`src/sv/nntb_sqrt.sv`:
```
// Bit-serial integer square root giving floor(2*sqrt(s)).
`timescale 1ns / 1ps
`default_nettype none
module nntb_sqrt #(
    parameter int SW = 64
) (
    input  wire logic          aclk,
    input  wire logic          aresetn,
    input  wire logic          start,
    input  wire logic [SW-1:0] s,
    output logic               busy,
    output logic [SW/2:0]      t
);
    localparam int OPW = SW + 2;
    localparam int RW  = SW / 2 + 1;
    localparam int CW  = $clog2(RW + 1);
    logic [OPW-1:0] rem_reg;
    logic [OPW-1:0] op_reg;
    logic [RW-1:0]  root_reg;
    logic [CW-1:0]  cnt_reg;
    logic [OPW+1:0] trial;
    logic [OPW+1:0] rem_sh;

    // root of 4*s, digit by digit
    always_comb begin
        rem_sh = {rem_reg, op_reg[OPW-1 -: 2]};
        trial  = {{(OPW-RW){1'b0}}, root_reg, 2'b01};
    end

    always_ff @(posedge aclk) begin
        if (!aresetn) begin
            cnt_reg <= '0;
        end else if (start) begin
            cnt_reg <= CW'(RW);
        end else if (cnt_reg != '0) begin
            cnt_reg <= cnt_reg - 1'b1;
        end
        if (start) begin
            op_reg   <= {s, 2'b00};
            rem_reg  <= '0;
            root_reg <= '0;
        end else if (cnt_reg != '0) begin
            op_reg <= {op_reg[OPW-3:0], 2'b00};
            if (rem_sh >= trial) begin
                rem_reg  <= OPW'(rem_sh - trial);
                root_reg <= {root_reg[RW-2:0], 1'b1};
            end else begin
                rem_reg  <= OPW'(rem_sh);
                root_reg <= {root_reg[RW-2:0], 1'b0};
            end
        end
    end
    assign busy = (cnt_reg != '0);
    assign t    = root_reg;
endmodule
`default_nettype wire

```
`config.mk`:
```
export PLATFORM = sky130hd
export DESIGN_NAME = nntb_sqrt
export DESIGN_NICKNAME = d
export VERILOG_FILES = /design/src/sv/nntb_sqrt.sv
export SDC_FILE = /design/constraint.sdc
export NUM_CORES = 1
export LEC_CHECK = 0
export ABC_AREA = 0
export ABC_CLOCK_PERIOD_IN_PS = 4190
export BUFFER_PORTS_ARGS = -buffer_cell sky130_fd_sc_hd__buf_4
export CELL_PAD_IN_SITES_DETAIL_PLACEMENT = 1
export CELL_PAD_IN_SITES_GLOBAL_PLACEMENT = 1
export CORE_ASPECT_RATIO = 1.75
export CORE_UTILIZATION = 49
export DETAILED_ROUTE_END_ITERATION = 10
export PLACE_DENSITY = 0.84
export SLEW_MARGIN = 40
export SYNTH_ARGS = -nofsm -noshare
export SYNTH_HDL_FRONTEND = slang
export SYNTH_SLANG_ARGS = --single-unit
```
`constraint.sdc`:
```
create_clock -name aclk -period 4.19 [get_ports aclk]
set_input_delay 0.6285 -clock aclk [delete_from_list [all_inputs] [get_ports aclk]]
set_output_delay 0.6285 -clock aclk [all_outputs]
set_load 0.05 [all_outputs]
```
==> metrics.txt, run 1 <==
PD cells=820 nW/um2; Synth area leaders=dfxtp_1, edfxtp_1, mux2_2, nand2_1, ha_1; Seq/Total Area, Yosys=0.414; # port buffers=100; RSZ-0062 raised after global routing=no; maximum VDD drop=0.455 mV; total gr overflow=0; area leader, netlist=dfxtp_1; total number of vias=8,496; chip width=between 100 and 150 um; drt via density=6.06; ys flop type=dfxtp_1; Cell Area, Placed=10,700 um2; max reg flops=66; slew margin rel.=0.457; setup tns final=0 ns; Post-Route Skew=0.0121 ns; asr flop ratio synth=0; main combinational cell family by area after synthesis=compound AO/OA/AOI/OAI gates; Residual DRC=0; number of global-route vias before repair=9,322; Cells after Synth=around 1,100; Final Cell Area=between 10,000 and 15,000 um2; final WL=between 20 and 30 mm; TritonRoute pass-1 iters=6; ratio of cells with drive above 1 in the final layout=0.202; Antenna Cells=0; Pleak=0.00443 uW; Detail Route Antenna Nets=0; synth warn=0; Pins Over Slew Limit=0; post-synthesis mux area share=0.0760; Startpoint Class=flop; post-cts resize count=0; full die area=a little over 20,000 um2; Clock Path Buffers=2; Root Buffer=clkbuf_16; clk_lat worst skew=0.45 ns; r2r setup slk=roughly 0.75 ns; Buf/Inv on CP=2; Total Power=around 9300 uW; Mapped Nets=1,178; Compound-Gate Fraction of Synth Area=0.195; CP Data Arrival Time=3.74 ns; nets@finish=1,251; Worst-Margin Slew=between 0.7 and 0.8 ns; fin worst setup slack=0.751 ns; Post-Place Setup Slack=0.769 ns; initial antenna violation count=0; Detailed Place HPWL=about 20 mm; crit-path cells=inv_1, ha_1, a211oi_1, nand3_1, nor3_1, o211ai_2, a21oi_4, buf_4, nor2_1, a211oi_1, nor3_1; total CTS buffers=17; gr usage total=0.303; setup violators final=0; # fillers=2,230; Final period util=0.821; CTS tree=done; Final Hold Viols=0; wire per inst=20.9 um; htree depth=4; CP peak stage delay=~0.41 ns; worst hold path class=primary input to flop; Post-Synth Adder-Cell Area=0.0464; Synth top area share=0.216; CP endpoint kind=flop; clk sink count=approximately 170; post-synthesis simple-gate area fraction=0.176; Synth Area in XOR/XNOR=0.0469; Mapped Avg Cell Area=9.04 um2; multi-input combinational cell area=5290 um2; Crit-path slowest cell=nor3_1; Post-synth EDFFs=64; I/O pin count=around 100; Worst EP required=4.49 ns; Die H=between 150 and 200 um; status=completed; Max-Cap Viols=0; crit path time final=around 3.4 ns; placed insts=1,370; 1st-iter DRT viols=about 380; Synth cell types=77; delay-heaviest family, CP=compound AO/OA/AOI/OAI gates; largest net degree at the start of global routing=66; postcts setup bufs=0; critical path class=flop to flop; Final Non-Filler Cells=1,402; RePlAce Congestion=0.864; FP Rows=67; Max FO, Critical Path=39; clock-pin slew on the worst setup and hold paths=0.07 ns; Area Overhead vs Synth=16.3%; FMAX=0.291 GHz; core area=19,300 um2; Starting Density=0.504; Hold-fix buffers, CTS=0; Syn Std Cell Area=9710 um2; first-pass GRT wire length=47.1 mm; Synth Register Bits=169; register area=4020 um2
[final timing paths]
| path | start | endpoint | depth (start not counted) |
|---|---|---|---|
| setup reg to reg | t[32]$_SDFFE_PP0P_ | rem_reg[9]$_SDFFE_PP0P_ | 11 |
| hold reg to reg | rem_reg[65]$_SDFFE_PP0P_ | rem_reg[65]$_SDFFE_PP0P_ | 2 |
| setup / recovery | t[32]$_SDFFE_PP0P_ | rem_reg[9]$_SDFFE_PP0P_ | 11 |
| hold / removal | aresetn | cnt_reg[1]$_SDFFE_PP0P_ | 2 |
[cells in the final DEF, fill, tap and decap left out, drive strengths merged, types with 9 or more instances in the layout]
cell,instances
nor4,10
nor2,56
edfxtp,64
nand2,154
nand4,14
clkbuf,20
o21a,11
a211oi,20
a311oi,9
a21oi,88
mux2,62
o211ai,12
nand3,21
dfxtp,105
o211a,12
o21ai,64
inv,53
xor2,14
or4,10
buf,115
nor3,38
xnor2,38
a21o,14
or3,15
ha,36
[report_power, final]
group	internal, uW	leakage [uW]	switching [uW]	total (uW)
Clock	969	0.000306	705	1670
Combinational	1990	0.00260	3090	5090
Sequential	2150	0.00153	349	2500
[kinds of logic (layout without fill, tap and decap cells)]
logic type | after synthesis | in the layout
AND/OR/NAND/NOR | 357 | 357
adder cells (fa/ha/maj) | 36 | 36
flip-flops | 169 | 169
AO/OA/AOI/OAI | 285 | 285
multiplexers | 66 | 66
buffers and inverters | 110 | 196
XOR/XNOR | 52 | 52
[final cells by class]
class | instances | share of cell area
well taps | 241 | 0.0267
clock inverters | 12 | 0.0116
repair buffers | 115 | 0.0779
clock buffers | 20 | 0.0433
inverters | 49 | 0.0163
flip-flops and latches | 169 | 0.356
multi-input cells | 796 | 0.468
[cell usage after synthesis, drive strengths merged, types with 21 or more instances]
| master | count |
|---|---|
| dfxtp | 105 |
| clkbuf | 47 |
| nand2 | 154 |
| edfxtp | 64 |
| nor2 | 56 |
| o21ai | 64 |
| xnor2 | 38 |
| mux2 | 62 |
| a21oi | 88 |
| ha | 36 |
| nor3 | 38 |
| inv | 47 |
| nand3 | 21 |
[per-stage QoR]
step	utilization	hold slack [ns]
3_3_place_gp	0.553	0.438
6_report	0.586	0.460
5_1_grt	0.586	0.458
2_1_floorplan	-	0.423
4_1_cts	0.585	0.451
3_5_place_dp	0.553	0.442
[per-layer routing]
| layer | vias up | global-route usage | wire [um] |
|---|---|---|---|
| li1 | 4056 | - | - |
| met4 | 0 | 0.167 | 1320 |
| met5 | - | 0 | 0 |
| met3 | 91 | 0.0553 | 927 |
| met2 | 186 | 0.569 | 16400 |
| met1 | 4163 | 0.303 | 10700 |
Power figures use the tool's default switching activity.
==> inputs of run 2 (changes only) <==
ABC_CLOCK_PERIOD_IN_PS = 3300   (was 4190)
CORE_UTILIZATION = 46   (was 49)
PLACE_DENSITY = 0.8   (was 0.84)
clock period = 3.3 ns   (was 4.19 ns; I/O delays follow)
==> run 2 against run 1 <==
  * The flow now finishes with violations (DRC)
  * Die area is 6.4% higher
  * Sequential share of layout area fell by 1.4 points
  * Combinational power rose by 40%
  * Worst hold slack got worse by 0.14 ns
  * Register-to-register slack worse by 0.62 ns
  * First-iteration DRC count fell by 5.0%
  * Wire length is essentially flat
  * Cell count is 3.9% higher
  * Total power grew 34%
  * Via count up 2.5%
  * Critical path depth increased by 1
  * Sequential power increased by 26%
==> metrics.txt, run 2 (same netlist as run 1, synthesis figures left out) <==
chip width=112 um; Starting Density=0.468; RR Startpoint=t[0]$_SDFFE_PP0P_; sequential power share=0.253; wire per inst=20.1 um; Final Non-Filler Cells=roughly 1,500; Detailed Place HPWL=roughly 21 mm; total number of vias=8,705; CP endpoint kind=flop; 1st-iter DRT viols=360; Max-Cap Viols=0; Die H=a little under 200 um; Critical path origin=t[0]$_SDFFE_PP0P_; RePlAce Congestion=0.891; maximum VDD drop=approximately 0.49 mV; clock-pin slew on the worst setup and hold paths=around 0.070 ns; max reg flops=66; # port buffers=100; FMAX=0.315 GHz; FP Rows=70; CTS tree=done; Pleak=~0.0047 uW; first-pass GRT wire length=47.5 mm; initial antenna violation count=0; nets@finish=approximately 1,300; share of total power in the clock network=0.175; HP Start=aresetn; full die area=21,700 um2; Net Sw Frac=0.446; CP Data Arrival Time=roughly 3.6 ns; Antenna Cells=0; clk_lat worst skew=0.46 ns; met2 GRT Util=0.538; Final period util=0.962; status=finished, violations left; global route hottest layer=met2; GR Layer Usage met1=0.275; Detail Route Antenna Nets=0; core area=20,800 um2; total CTS buffers=17; gr usage total=0.280; largest net degree at the start of global routing=98; Hold-fix buffers, CTS=0; final WL=29.3 mm; htree depth=4; Root Buffer=clkbuf_16; worst hold path class=primary input to flop; clk sink count=169; Comb pwr share=0.572; met3 usage=0.0460; total gr overflow=0; Fin Hold WS=0.319 ns; Post-Route Skew=approximately 0.0088 ns; drt via density=approximately 6.0; number of global-route vias before repair=9,494; Startpoint Class=flop; I/O pin count=101; PD cells=1060 nW/um2; Residual DRC=2; # fillers=approximately 2,400; ratio of cells with drive above 1 in the final layout=0.237; placed insts=1,420; Worst-Margin Slew=about 0.75 ns; crit path time final=3.17 ns; slew margin rel.=0.503; failing checks=DRC; sw power=5540 uW; Total Power=between 10,000 and 15,000 uW; Clock Path Buffers=2; most frequent cells in the layout=nand2_1, buf_4, dfxtp_1; Worst EP required=~3.7 ns; Pins Over Slew Limit=0; Internal Power=6890 uW; TritonRoute pass-1 iters=7; setup violators final=0; Max FO, Critical Path=5; critical path class=flop to flop; Final Hold Viols=0; Area Overhead vs Synth=20.9%; setup tns final=0 ns
## run 2: cell types whose count changed in the layout (fill, tap and decap cells not counted), moves of 2 or more
cell       change
inv_6          +3
buf_4         +41
a2111oi_1      +2
buf_12         +4
clkbuf_16      -2
clkinv_4       +2
o21ai_0        -2
clkinv_2       -3
inv_4          -2
a2111oi_0      -2
## run 2: final timing paths
path	slack, ns	end	cells after the start
max	0.13	rem_reg[62]$_SDFFE_PP0P_	12
min	0.32	cnt_reg[0]$_SDFFE_PN0P_	2
max reg2reg	0.13	rem_reg[62]$_SDFFE_PP0P_	12
min reg2reg	0.44	rem_reg[65]$_SDFFE_PP0P_	2
## run 2: power by group through the flow
stage | logic [uW] | registers [uW] | clock network (uW)
global route | 7760 | 3200 | 2270
global placement | 6620 | 3150 | 0
floorplan | 4630 | 3080 | 0
finish | 7110 | 3150 | 2180
detailed placement | 6780 | 3170 | 0
CTS | 6900 | 3140 | 2210
## run 2: cell type report
cell class,instances,area [um2],area share
inverters,49,184,0.0157
flip-flops and latches,169,4020,0.343
multi-input cells,796,5330,0.454
clock inverters,15,205,0.0175
well taps,252,315,0.0268
clock buffers,17,425,0.0362
repair buffers,159,1260,0.107
## run 2: timing repair
item                                    in CTS  in global routing
buffers inserted                             1                  4
resized for setup                            2                 11
endpoints found under the setup margin       7                 18
pin swaps                                    1                  3
## run 2: per-stage QoR
| step | area (um2) | utilization | worst slack (ns) |
|---|---|---|---|
| 6_report | 11700 | 0.566 | 0.126 |
| 5_1_grt | 11700 | 0.566 | -0.00811 |
| 3_5_place_dp | 11000 | 0.530 | -0.0454 |
| 2_1_floorplan | 9710 | - | 0.104 |
| 3_3_place_gp | 11000 | 0.530 | 0.0287 |
| 4_1_cts | 11700 | 0.562 | 0.0680 |
## run 2: critical path, cell delays in order, from the launching register on
cell,delay (ns)
dfxtp_1,0.41
inv_1,0.08
ha_1,0.35
nor2b_1,0.19
o311a_1,0.34
o21a_1,0.26
a21oi_2,0.21
o311ai_1,0.22
buf_4,0.21
a2111oi_1,0.35
buf_4,0.20
xnor2_1,0.06
a211oi_1,0.22
## run 2: per-layer routing
| metal | routed length [um] | vias to the layer above |
|---|---|---|
| li1 | - | 4144 |
| met1 | 10600 | 4263 |
| met2 | 16100 | 203 |
| met3 | 1150 | 95 |
| met4 | 1430 | 0 |
| met5 | 0 | - |
==> inputs of run 3 (changes only) <==
ABC_CLOCK_PERIOD_IN_PS = 3700   (was 3300)
CORE_UTILIZATION = 49   (was 46)
PLACE_DENSITY = 0.84   (was 0.8)
clock period = 3.7 ns   (was 3.3 ns; I/O delays follow)
==> run 3 against run 2 <==
  * The run now ends clean
  * Cell area down 4.1%
  * Worst setup slack improved by 0.19 ns
  * Total power shrank 17%
  * Critical path depth down 2
  * Utilization grew 1.8 points
  * Sequential share of layout area is 1.5 points higher
  * Largest cell class unchanged
==> metrics.txt, run 3 (same netlist as run 1, synthesis figures left out) <==
status=completed; ratio of cells with drive above 1 in the final layout=0.205; clk_lat worst skew=approximately 0.44 ns; maximum VDD drop=between 0.6 and 0.7 mV; FP Rows=67; first-pass GRT wire length=47.1 mm; delay-heaviest family, CP=compound AO/OA/AOI/OAI gates; Starting Density=0.504; core area=19,300 um2; htree depth=4; Buf/Inv on CP=1; HP Start=aresetn; setup violators final=0; Post-Route Skew=0.00875 ns; Detail Route Antenna Nets=0; drt via density=6.07; Final Cell Area=about 11,000 um2; # port buffers=100; most frequent cells in the layout=nand2_1, buf_4, dfxtp_1; multi-input combinational cell area=5270 um2; FMAX=0.296 GHz; largest net degree at the start of global routing=just over 60; Final period util=0.914; total gr overflow=0; max reg flops=66; final WL=29.3 mm; crit path time final=3.38 ns; register area=between 4000 and 5000 um2; gr usage total=0.301; Crit-path slowest cell=a2111oi_0; clk sink count=169; Pleak=0.00443 uW; Hold EP=cnt_reg[1]$_SDFFE_PP0P_; Post-Place Setup Slack=around 0.34 ns; number of global-route vias before repair=between 9,000 and 10,000; Metal-1 WL=10.8 mm; r2r endpoint=rem_reg[44]$_SDFFE_PP0P_; RSZ-0062 raised after global routing=no; total CTS buffers=17; Area Overhead vs Synth=16.0%; CP dominant cell by count=o21ai_0; RR Startpoint=t[13]$_SDFFE_PP0P_; crit-path cells=inv_1, ha_1, a21oi_1, o21ai_0, a22oi_1, a2111oi_0, a21oi_1, o21ai_0, o21ai_0, a22o_1; Cell Area, Placed=10,700 um2; full die area=20,400 um2; nets@finish=1,261; Worst EP required=4.03 ns; Die H=about 190 um; Detailed Place HPWL=20.9 mm; initial antenna violation count=0; Pins Over Slew Limit=0; Max FO, Critical Path=8; post-layout util=0.584; # fillers=2,230; Detail Route met3 WL=922 um; slew margin rel.=0.512; commonest non-fill, non-tap cell in the layout=nand2_1; RePlAce Congestion=0.909; fin worst setup slack=0.319 ns; critical path class=flop to flop; r2r setup slk=0.32 ns; CP Data Arrival Time=roughly 3.7 ns; post-cts resize count=0; 1st-iter DRT viols=288; CP endpoint kind=flop; chip width=between 100 and 150 um; top layer in use=met4; PD cells=just over 900 nW/um2; worst hold path class=primary input to flop; Residual DRC=0; Final Hold Viols=0; total number of vias=8,566; Root Buffer=clkbuf_16; placed insts=1,380; wire per inst=20.8 um; reg2reg path depth=10; TritonRoute pass-1 iters=5; setup tns final=0 ns; Startpoint Class=flop; I/O pin count=slightly above 100; Hold-fix buffers, CTS=0; clock-pin slew on the worst setup and hold paths=0.07 ns; CTS tree=done; metal2 WL=16.2 mm; Antenna Cells=0; Final Non-Filler Cells=approximately 1,400; CP Depth=10; Clock Path Buffers=2; Max-Cap Viols=0; WHS Path Cells=2; postcts setup bufs=0; Worst-Margin Slew=around 0.73 ns; CP peak stage delay=0.58 ns
[run 3: metal layers]
metal,up-vias,global-route usage
met5,-,0
met4,0,0.167
met3,92,0.0508
met2,193,0.566
met1,4209,0.304
li1,4072,-
[run 3: report_power, final]
part | leakage, uW | internal, uW | switching (uW)
logic | 0.00265 | 2320 | 3540
clock network | 0.000255 | 874 | 772
registers | 0.00153 | 2440 | 410
total | 0.00443 | 5630 | 4720
[run 3: how the worst max path moves through the flow]
stage | from | endpoint
finish | t[13]$_SDFFE_PP0P_ | rem_reg[44]$_SDFFE_PP0P_
global route | t[13]$_SDFFE_PP0P_ | rem_reg[44]$_SDFFE_PP0P_
CTS | t[0]$_SDFFE_PP0P_ | rem_reg[22]$_SDFFE_PP0P_
detailed placement | t[0]$_SDFFE_PP0P_ | rem_reg[41]$_SDFFE_PP0P_
global placement | t[0]$_SDFFE_PP0P_ | rem_reg[56]$_SDFFE_PP0P_
floorplan | t[24]$_SDFFE_PP0P_ | rem_reg[55]$_SDFFE_PP0P_
[run 3: area by class of cell]
type,instances,area share
multi-input combinational,796,0.468
timing repair buffer,125,0.0855
tap,241,0.0268
clock inverter,11,0.00633
sequential,169,0.357
inverter,49,0.0163
clock buffer,21,0.0400
[run 3: metrics by stage]
step | total power, uW | hold slack (ns)
detailed placement | 8620 | 0.450
CTS | 10300 | 0.376
floorplan | 6870 | 0.423
global placement | 8490 | 0.438
global route | 11000 | 0.384
finish | 10400 | 0.386
